==> src/assert_macros.svh <==
// Assertion macros shared by the extension hash classifier RTL.
// Depends on nothing; the SYNTH define selects empty bodies.
`ifndef ASSERT_MACROS_SVH
`define ASSERT_MACROS_SVH
`ifndef SYNTH
`define FEHC_ASSERT(lbl, clk, rst_n, prop, msg) \
  lbl: assert property (@(posedge clk) disable iff (!rst_n) prop) else $error(msg);
`define FEHC_NEVER(lbl, clk, rst_n, expr, msg) \
  lbl: assert property (@(posedge clk) disable iff (!rst_n) !(expr)) else $error(msg);
`else
`define FEHC_ASSERT(lbl, clk, rst_n, prop, msg)
`define FEHC_NEVER(lbl, clk, rst_n, expr, msg)
`endif
`endif

==> src/fehc_pkg.sv <==
// Package for the file extension hash classifier: item types, queue types,
// video hash constants and the hash step functions. Depends on nothing.
package fehc_pkg;

  localparam int FEHC_QUEUE_DEPTH = 4;
  localparam int NUM_VIDEO = 7;

  localparam logic [7:0]  CHAR_DOT     = 8'h2E;
  localparam logic [7:0]  CHAR_UPPER_A = 8'h41;
  localparam logic [7:0]  CHAR_UPPER_Z = 8'h5A;
  localparam logic [7:0]  CASE_OFFSET  = 8'h20;
  localparam logic [63:0] ZERO_SUBST   = 64'h0000_0000_dead_beef;

  localparam logic [63:0] VIDEO_HASHES [NUM_VIDEO] = '{
    64'h007A_5309_81FE_BBAA,
    64'h007A_6D31_58CF_00AC,
    64'h007A_7023_76D8_30F6,
    64'hEC59_D091_62FE_6667,
    64'h007A_5306_53BC_5F32,
    64'h006D_0241_B8BE_6BDE,
    64'h0085_D1C9_16AE_EA68
  };

  typedef struct packed {
    logic [7:0] ch;
    logic       last;
  } in_item_t;

  typedef struct packed {
    logic [63:0] ext_hash;
    logic        has_extension;
    logic        is_video;
  } out_item_t;

  typedef struct packed {
    logic [63:0] raw_hash;
    logic        dot_seen;
  } fehc_entry_t;

  typedef struct packed {
    logic        valid;
    fehc_entry_t entry;
  } fehc_push_t;

  typedef struct packed {
    logic        valid;
    fehc_entry_t entry;
  } fehc_head_t;

  function automatic logic [7:0] fold_case(input logic [7:0] c);
    logic [7:0] r;
    r = c;
    if (c >= CHAR_UPPER_A && c <= CHAR_UPPER_Z) begin
      r = c + CASE_OFFSET;
    end
    return r;
  endfunction

  function automatic logic [63:0] mix_byte(input logic [63:0] h, input logic [7:0] b);
    logic [63:0] ha;
    logic [63:0] hb;
    ha = h + {56'd0, fold_case(b)};
    hb = ha + (ha << 10);
    return hb ^ (hb >> 6);
  endfunction

  function automatic logic [63:0] finish_hash(input logic [63:0] h);
    logic [63:0] h1;
    logic [63:0] h2;
    logic [63:0] h3;
    h1 = h + (h << 3);
    h2 = h1 ^ (h1 >> 11);
    h3 = h2 + (h2 << 15);
    if (h3 == 64'd0) begin
      h3 = ZERO_SUBST;
    end
    return h3;
  endfunction

  function automatic logic match_video(input logic [63:0] h);
    logic hit;
    hit = 1'b0;
    for (int i = 0; i < NUM_VIDEO; i++) begin
      if (h == VIDEO_HASHES[i]) begin
        hit = 1'b1;
      end
    end
    return hit;
  endfunction

endpackage

==> src/file_extension_hash_classifier.sv <==
// Top level of the file extension hash classifier.
// Instantiates fehc_front, fehc_queue and fehc_back; uses fehc_pkg.
//
// Usage: send a file name one byte per in_ item (in_item.ch), with
// in_item.last set on its final byte. Bytes after the most recent '.' are
// lowercased and folded into a 64-bit one-at-a-time hash; a dot restarts it.
// One out_ item per name carries the finalized hash (0 if the name had no
// dot), has_extension and is_video (match against seven video hashes).
// Throughput: one byte per cycle while in_stall is low, names back to back,
// no gap between names. The result of a name passes through the queue
// entry, the finalize stage and the compare/output reg.
// The front end stalls only when the QUEUE_DEPTH-entry result queue is full,
// which happens only while out_stall holds results back; a stalled result
// stays unchanged on out_item. Reset (rst_n low, synchronous) clears the
// running hash, the dot flag, the queue and all valid flags.
module file_extension_hash_classifier import fehc_pkg::*; #(
  parameter int QUEUE_DEPTH = FEHC_QUEUE_DEPTH
) (
  input  logic      clk,
  input  logic      rst_n,
  input  logic      in_valid,
  output logic      in_stall,
  input  in_item_t  in_item,
  output logic      out_valid,
  input  logic      out_stall,
  output out_item_t out_item
);

  fehc_push_t push;
  fehc_head_t head;
  logic       q_full;
  logic       pop;

  fehc_front u_front (
    .clk      (clk),
    .rst_n    (rst_n),
    .in_valid (in_valid),
    .in_stall (in_stall),
    .in_item  (in_item),
    .q_full   (q_full),
    .push     (push)
  );

  fehc_queue #(
    .DEPTH (QUEUE_DEPTH)
  ) u_queue (
    .clk   (clk),
    .rst_n (rst_n),
    .push  (push),
    .full  (q_full),
    .head  (head),
    .pop   (pop)
  );

  fehc_back u_back (
    .clk       (clk),
    .rst_n     (rst_n),
    .head      (head),
    .pop       (pop),
    .out_valid (out_valid),
    .out_stall (out_stall),
    .out_item  (out_item)
  );

endmodule

==> src/fehc_front.sv <==
// Front end: accepts name bytes, keeps the running extension hash and the
// dot flag, and pushes one entry per name into the queue. Uses fehc_pkg.
module fehc_front import fehc_pkg::*; (
  input  logic       clk,
  input  logic       rst_n,
  input  logic       in_valid,
  output logic       in_stall,
  input  in_item_t   in_item,
  input  logic       q_full,
  output fehc_push_t push
);

  logic [63:0] hash_r;
  logic [63:0] hash_nxt;
  logic        dot_r;
  logic        dot_nxt;
  logic [63:0] step_hash;
  logic        step_dot;
  logic        accept;

  assign in_stall = q_full;
  assign accept   = in_valid && !q_full;

  always_comb begin
    if (in_item.ch == CHAR_DOT) begin
      step_hash = 64'd0;
      step_dot  = 1'b1;
    end else begin
      step_hash = mix_byte(hash_r, in_item.ch);
      step_dot  = dot_r;
    end
  end

  always_comb begin
    hash_nxt = hash_r;
    dot_nxt  = dot_r;
    if (accept) begin
      if (in_item.last) begin
        hash_nxt = 64'd0;
        dot_nxt  = 1'b0;
      end else begin
        hash_nxt = step_hash;
        dot_nxt  = step_dot;
      end
    end
  end

  always_comb begin
    push.valid          = accept && in_item.last;
    push.entry.raw_hash = step_hash;
    push.entry.dot_seen = step_dot;
  end

  always_ff @(posedge clk) begin
    if (!rst_n) begin
      hash_r <= 64'd0;
      dot_r  <= 1'b0;
    end else begin
      hash_r <= hash_nxt;
      dot_r  <= dot_nxt;
    end
  end

endmodule

==> src/fehc_queue.sv <==
// Short queue between front and back ends, one entry per finished name.
// Uses fehc_pkg and assert_macros.svh. DEPTH must be a power of two.
`include "assert_macros.svh"
module fehc_queue import fehc_pkg::*; #(
  parameter int DEPTH = FEHC_QUEUE_DEPTH
) (
  input  logic       clk,
  input  logic       rst_n,
  input  fehc_push_t push,
  output logic       full,
  output fehc_head_t head,
  input  logic       pop
);

  localparam int AW = (DEPTH > 1) ? $clog2(DEPTH) : 1;
  localparam int CW = $clog2(DEPTH + 1);

  fehc_entry_t   mem [DEPTH];
  logic [AW-1:0] wr_ptr_r;
  logic [AW-1:0] wr_ptr_nxt;
  logic [AW-1:0] rd_ptr_r;
  logic [AW-1:0] rd_ptr_nxt;
  logic [CW-1:0] count_r;
  logic [CW-1:0] count_nxt;
  logic          do_push;
  logic          do_pop;

  assign full       = (count_r == CW'(DEPTH));
  assign head.valid = (count_r != '0);
  assign head.entry = mem[rd_ptr_r];
  assign do_push    = push.valid && !full;
  assign do_pop     = pop && head.valid;

  always_comb begin
    wr_ptr_nxt = do_push ? wr_ptr_r + AW'(1) : wr_ptr_r;
    rd_ptr_nxt = do_pop ? rd_ptr_r + AW'(1) : rd_ptr_r;
    count_nxt  = count_r;
    if (do_push && !do_pop) begin
      count_nxt = count_r + CW'(1);
    end else if (do_pop && !do_push) begin
      count_nxt = count_r - CW'(1);
    end
  end

  always_ff @(posedge clk) begin
    if (do_push) begin
      mem[wr_ptr_r] <= push.entry;
    end
  end

  always_ff @(posedge clk) begin
    if (!rst_n) begin
      wr_ptr_r <= '0;
      rd_ptr_r <= '0;
      count_r  <= '0;
    end else begin
      wr_ptr_r <= wr_ptr_nxt;
      rd_ptr_r <= rd_ptr_nxt;
      count_r  <= count_nxt;
    end
  end

  `FEHC_NEVER(a_no_push_full, clk, rst_n, push.valid && full, "push into full queue")
  `FEHC_NEVER(a_no_pop_empty, clk, rst_n, pop && !head.valid, "pop from empty queue")
  `FEHC_ASSERT(a_count_ptrs, clk, rst_n, (count_r != '0 && count_r != CW'(DEPTH)) |-> (wr_ptr_r != rd_ptr_r), "count and pointers disagree")

endmodule

==> src/fehc_back.sv <==
// Back end: finalizes the queued hash, then compares it with the video
// hashes into the output register. Uses fehc_pkg and assert_macros.svh.
`include "assert_macros.svh"
module fehc_back import fehc_pkg::*; (
  input  logic       clk,
  input  logic       rst_n,
  input  fehc_head_t head,
  output logic       pop,
  output logic       out_valid,
  input  logic       out_stall,
  output out_item_t  out_item
);

  logic        s1_valid_r;
  logic [63:0] s1_hash_r;
  logic        s1_dot_r;
  logic        out_valid_r;
  out_item_t   out_item_r;
  logic        out_ld;
  logic        s1_ld;

  assign out_ld    = !out_valid_r || !out_stall;
  assign s1_ld     = !s1_valid_r || out_ld;
  assign pop       = head.valid && s1_ld;
  assign out_valid = out_valid_r;
  assign out_item  = out_item_r;

  always_ff @(posedge clk) begin
    if (s1_ld) begin
      s1_hash_r <= head.entry.dot_seen ? finish_hash(head.entry.raw_hash) : 64'd0;
      s1_dot_r  <= head.entry.dot_seen;
    end
    if (out_ld) begin
      out_item_r.ext_hash      <= s1_hash_r;
      out_item_r.has_extension <= s1_dot_r;
      out_item_r.is_video      <= s1_dot_r && match_video(s1_hash_r);
    end
  end

  always_ff @(posedge clk) begin
    if (!rst_n) begin
      s1_valid_r  <= 1'b0;
      out_valid_r <= 1'b0;
    end else begin
      if (s1_ld) begin
        s1_valid_r <= head.valid;
      end
      if (out_ld) begin
        out_valid_r <= s1_valid_r;
      end
    end
  end

  `FEHC_ASSERT(a_no_ext_zero, clk, rst_n, (out_valid_r && !out_item_r.has_extension) |-> (out_item_r.ext_hash == 64'd0), "no extension but nonzero hash")
  `FEHC_ASSERT(a_ext_nonzero, clk, rst_n, (out_valid_r && out_item_r.has_extension) |-> (out_item_r.ext_hash != 64'd0), "extension with zero hash")
  `FEHC_ASSERT(a_video_ext, clk, rst_n, (out_valid_r && out_item_r.is_video) |-> out_item_r.has_extension, "video match without extension")

endmodule
==> config.mk <==
export PLATFORM = sky130hd
export DESIGN_NAME = file_extension_hash_classifier
export DESIGN_NICKNAME = d
export VERILOG_FILES = /design/src/fehc_pkg.sv /design/src/file_extension_hash_classifier.sv /design/src/fehc_front.sv /design/src/fehc_queue.sv /design/src/fehc_back.sv
export VERILOG_INCLUDE_DIRS = /design/src /design/src/src
export SDC_FILE = /design/constraint.sdc
export NUM_CORES = 1
export LEC_CHECK = 0
export ABC_CLOCK_PERIOD_IN_PS = 10550
export BUFFER_PORTS_ARGS = -buffer_cell sky130_fd_sc_hd__buf_2
export CORE_ASPECT_RATIO = 1.75
export CORE_MARGIN = 2
export CORE_UTILIZATION = 26
export CTS_BUF_LIST = sky130_fd_sc_hd__clkbuf_8 sky130_fd_sc_hd__clkbuf_16
export CTS_CLUSTER_SIZE = 20
export DETAILED_ROUTE_END_ITERATION = 16
export PLACE_DENSITY = 0.46
export SYNTH_ARGS = -nofsm -noshare
export SYNTH_HDL_FRONTEND = slang
export SYNTH_HIERARCHICAL = 1
export SYNTH_SLANG_ARGS = --single-unit
==> constraint.sdc <==
create_clock -name clk -period 10.55 [get_ports clk]
set_clock_uncertainty 0.15 [all_clocks]
set_input_delay 2.11 -clock clk [delete_from_list [all_inputs] [get_ports clk]]
set_output_delay 2.11 -clock clk [all_outputs]
set_load 0.1 [all_outputs]
==> results.tsv <==
metric	value	unit
status	complete, no violations	
post-synthesis xor/xnor area fraction	0.0994	
Syn. warnings	6	
Final Setup Violations	0	
WP data arrival	9.78	ns
main combinational cell family by area after synthesis	simple AND/OR/NAND/NOR gates	
Worst-Skew Late Latency	0.60	ns
Async SR Flop Fraction	0	
area of the core	0.118	sq mm
Reg area	0.0133	sq mm
# H-tree levels	2	
Worst Path Max Fanout	29	
number of synthesized flops with an enable pin	391	
vias in the first global route	23856	
Max Used Layer	met4	
Syn Area/Cell	10.5	sq um
RSZ-0062 raised after global routing	false	
DR vias	22932	
Post-Synth Simple-Gate Area	0.161	
initial antenna violation count	1	
GRT Util Overall	0.161	
CTS clk-pin slew, worst paths	0.07	ns
compound-gate portion of the synthesized area	0.155	
synth unique cells	114	
hold_ws	0.293	ns
first-pass GRT wire length	149000	um
Period minus WS final	9.50	ns
buffer depth of the longest clock path	3	
Max Clk Rate	105	MHz
post-synthesis instance total	2925	
Mapped Area	0.0308	sq mm
Worst Max-Slew Pin Slew	1.15	ns
Die W	264	um
final slew viol count	0	
Overflow after GRT	0	
first-pass iteration count of the detailed router	5	
worst path required time	10.84	ns
Final #Nets	3125	
FF+latch count, synth	467	
die area	0.121	sq mm
final WL	99500	um
number of setup buffers added after CTS	0	
First DRT Iteration DRCs	1336	
Synthesized Nets	3112	
sequential-to-total area share from yosys stat	0.431	
Num CTS Buffers	42	
I/O pin total	81	
CTS hold repair buffers	0	
number of nets with antenna violations after routing	0	
CTS tree	done	
layout cell share with drive strength beyond 1	0.106	
PortBufs	80	
CP max-delay cell	dfxtp_4	
root buffer cell	clkbuf_16	
multi-input logic area	0.0167	sq mm
Crit. End Element	flip-flop	
final non-filler cell total	4494	
hold path startpoint	u_back/s1_dot_r	
clk sinks	467	
startpoint type of the worst setup path	flip-flop	
WL met1	34600	um
ys flop type	edfxtp_1	
Initial Utilization	0.261	
Vias per Instance	5.10	
Slew headroom	0.226	
Max stage delay on crit path	0.65	ns
final core utilization	0.289	
fillcell total	12409	
# DRC	0	
largest net degree at the start of global routing	67	
Post-Synth Adder-Cell Area	0.0736	
Critical Path, Cell by Cell	buf_4 > buf_4 > mux4_2 > ha_1 > a21oi_1 > o21ai_0 > a21o_1 > a21oi_1 > o21ai_0 > nand2b_1 > xor2_1 > xor2_1 > ha_1 > a21oi_1 > o21ai_1 > nor2_1 > a31oi_1 > a21oi_1 > o41a_1 > o21ai_0 > a31oi_1 > xnor3_1 > nand4b_4 > o21ai_0	
setup TNS	0	ns
synth-to-layout area growth	10.6	%
WL/cell	22.1	um
post-cts resize count	0	
crit share post-route	0.900	
Row Count	167	
Placer Congestion	0.934	
routed length on met2	56400	um
post-synthesis mux area share	0.0502	
met3 routed WL	2270	um
Die H	459	um
Crit path buffers/inverters	2	
worst min path class	reg -> reg	
Post-Place Cells	4415	
delay-heaviest family, CP	compound AO/OA/AOI/OAI gates	
most frequent cells in the layout	391 x edfxtp_1, 254 x nand2_1, 196 x nor2_1	
DP HPWL	79300	um
Max Cap Viol	0	
commonest non-fill, non-tap cell in the layout	edfxtp_1	
Setup Crit Path Kind	reg -> reg	
final hold vios	0	
cell families after synthesis:
group                    after synthesis
AO/OA/AOI/OAI                        717
XOR/XNOR                             335
adder cells (fa/ha/maj)              179
buffers and inverters                204
AND/OR/NAND/NOR                      950
multiplexers                          73
flip-flops                           467
cell usage after synthesis, types with 28 or more instances:
library cell,number,area share
a22oi_1,33,0.0080
a21oi_1,188,0.031
inv_1,65,0.0079
clkbuf_1,101,0.012
xnor2_1,195,0.055
ha_1,169,0.069
nor2b_1,56,0.011
dfxtp_1,76,0.049
a31oi_1,32,0.0065
o21ai_1,31,0.0050
nand2_1,255,0.031
nor3_1,60,0.0097
nor2_1,196,0.024
and2_1,50,0.010
a21o_1,81,0.020
nand3_1,60,0.0097
edfxtp_1,391,0.38
xor2_1,129,0.037
o21ai_0,119,0.019
nand4_1,81,0.016
mux4_2,65,0.048
o21a_1,28,0.0068
final timing paths:
| kind | cells after the start | to | slack [ns] |
|---|---|---|---|
| worst max register to register | 24 | u_back/s1_hash_r[30] | 1.05 |
| worst max-delay path | 24 | u_back/s1_hash_r[30] | 1.05 |
| worst min register to register | 0 | u_back/out_item[1] | 0.29 |
| worst min-delay path | 0 | u_back/out_item[1] | 0.29 |
per-stage QoR:
step	cell area, sq um	worst slack [ns]
finish	34100	1.05
detailed placement	32700	1.06
global placement	32700	1.04
CTS	34100	1.27
global route	34100	0.517
floorplan	30800	2.38
cell type report:
cell class              instances  share of cell area
clock buffers                  49              0.0343
well taps                    1521              0.0558
diodes                          1           0.0000734
flip-flops and latches        467               0.389
inverters                      65             0.00716
clock inverters                29             0.00661
multi-input cells            2254               0.489
repair buffers                108              0.0179
metal layers:
| layer | vias to the layer above | GRT usage |
|---|---|---|
| li1 | 11044 | - |
| met1 | 11127 | 0.153 |
| met2 | 536 | 0.328 |
| met3 | 225 | 0.0125 |
| met4 | 0 | 0.0937 |
| met5 | - | 0 |
state kept, by name, indices dropped and copies added (netlist names), 2 cells and up, named ones only:
name,cells
u_queue/mem,260
u_back/out_item,66
u_back/s1_hash_r,64
u_front/hash_r,64
u_queue/count_r,3
u_queue/rd_ptr_r,2
u_queue/wr_ptr_r,2
Power is left out: the tool's default activity adds up to more than one toggle a clock period on the data nets, which glitch-free logic cannot reach.
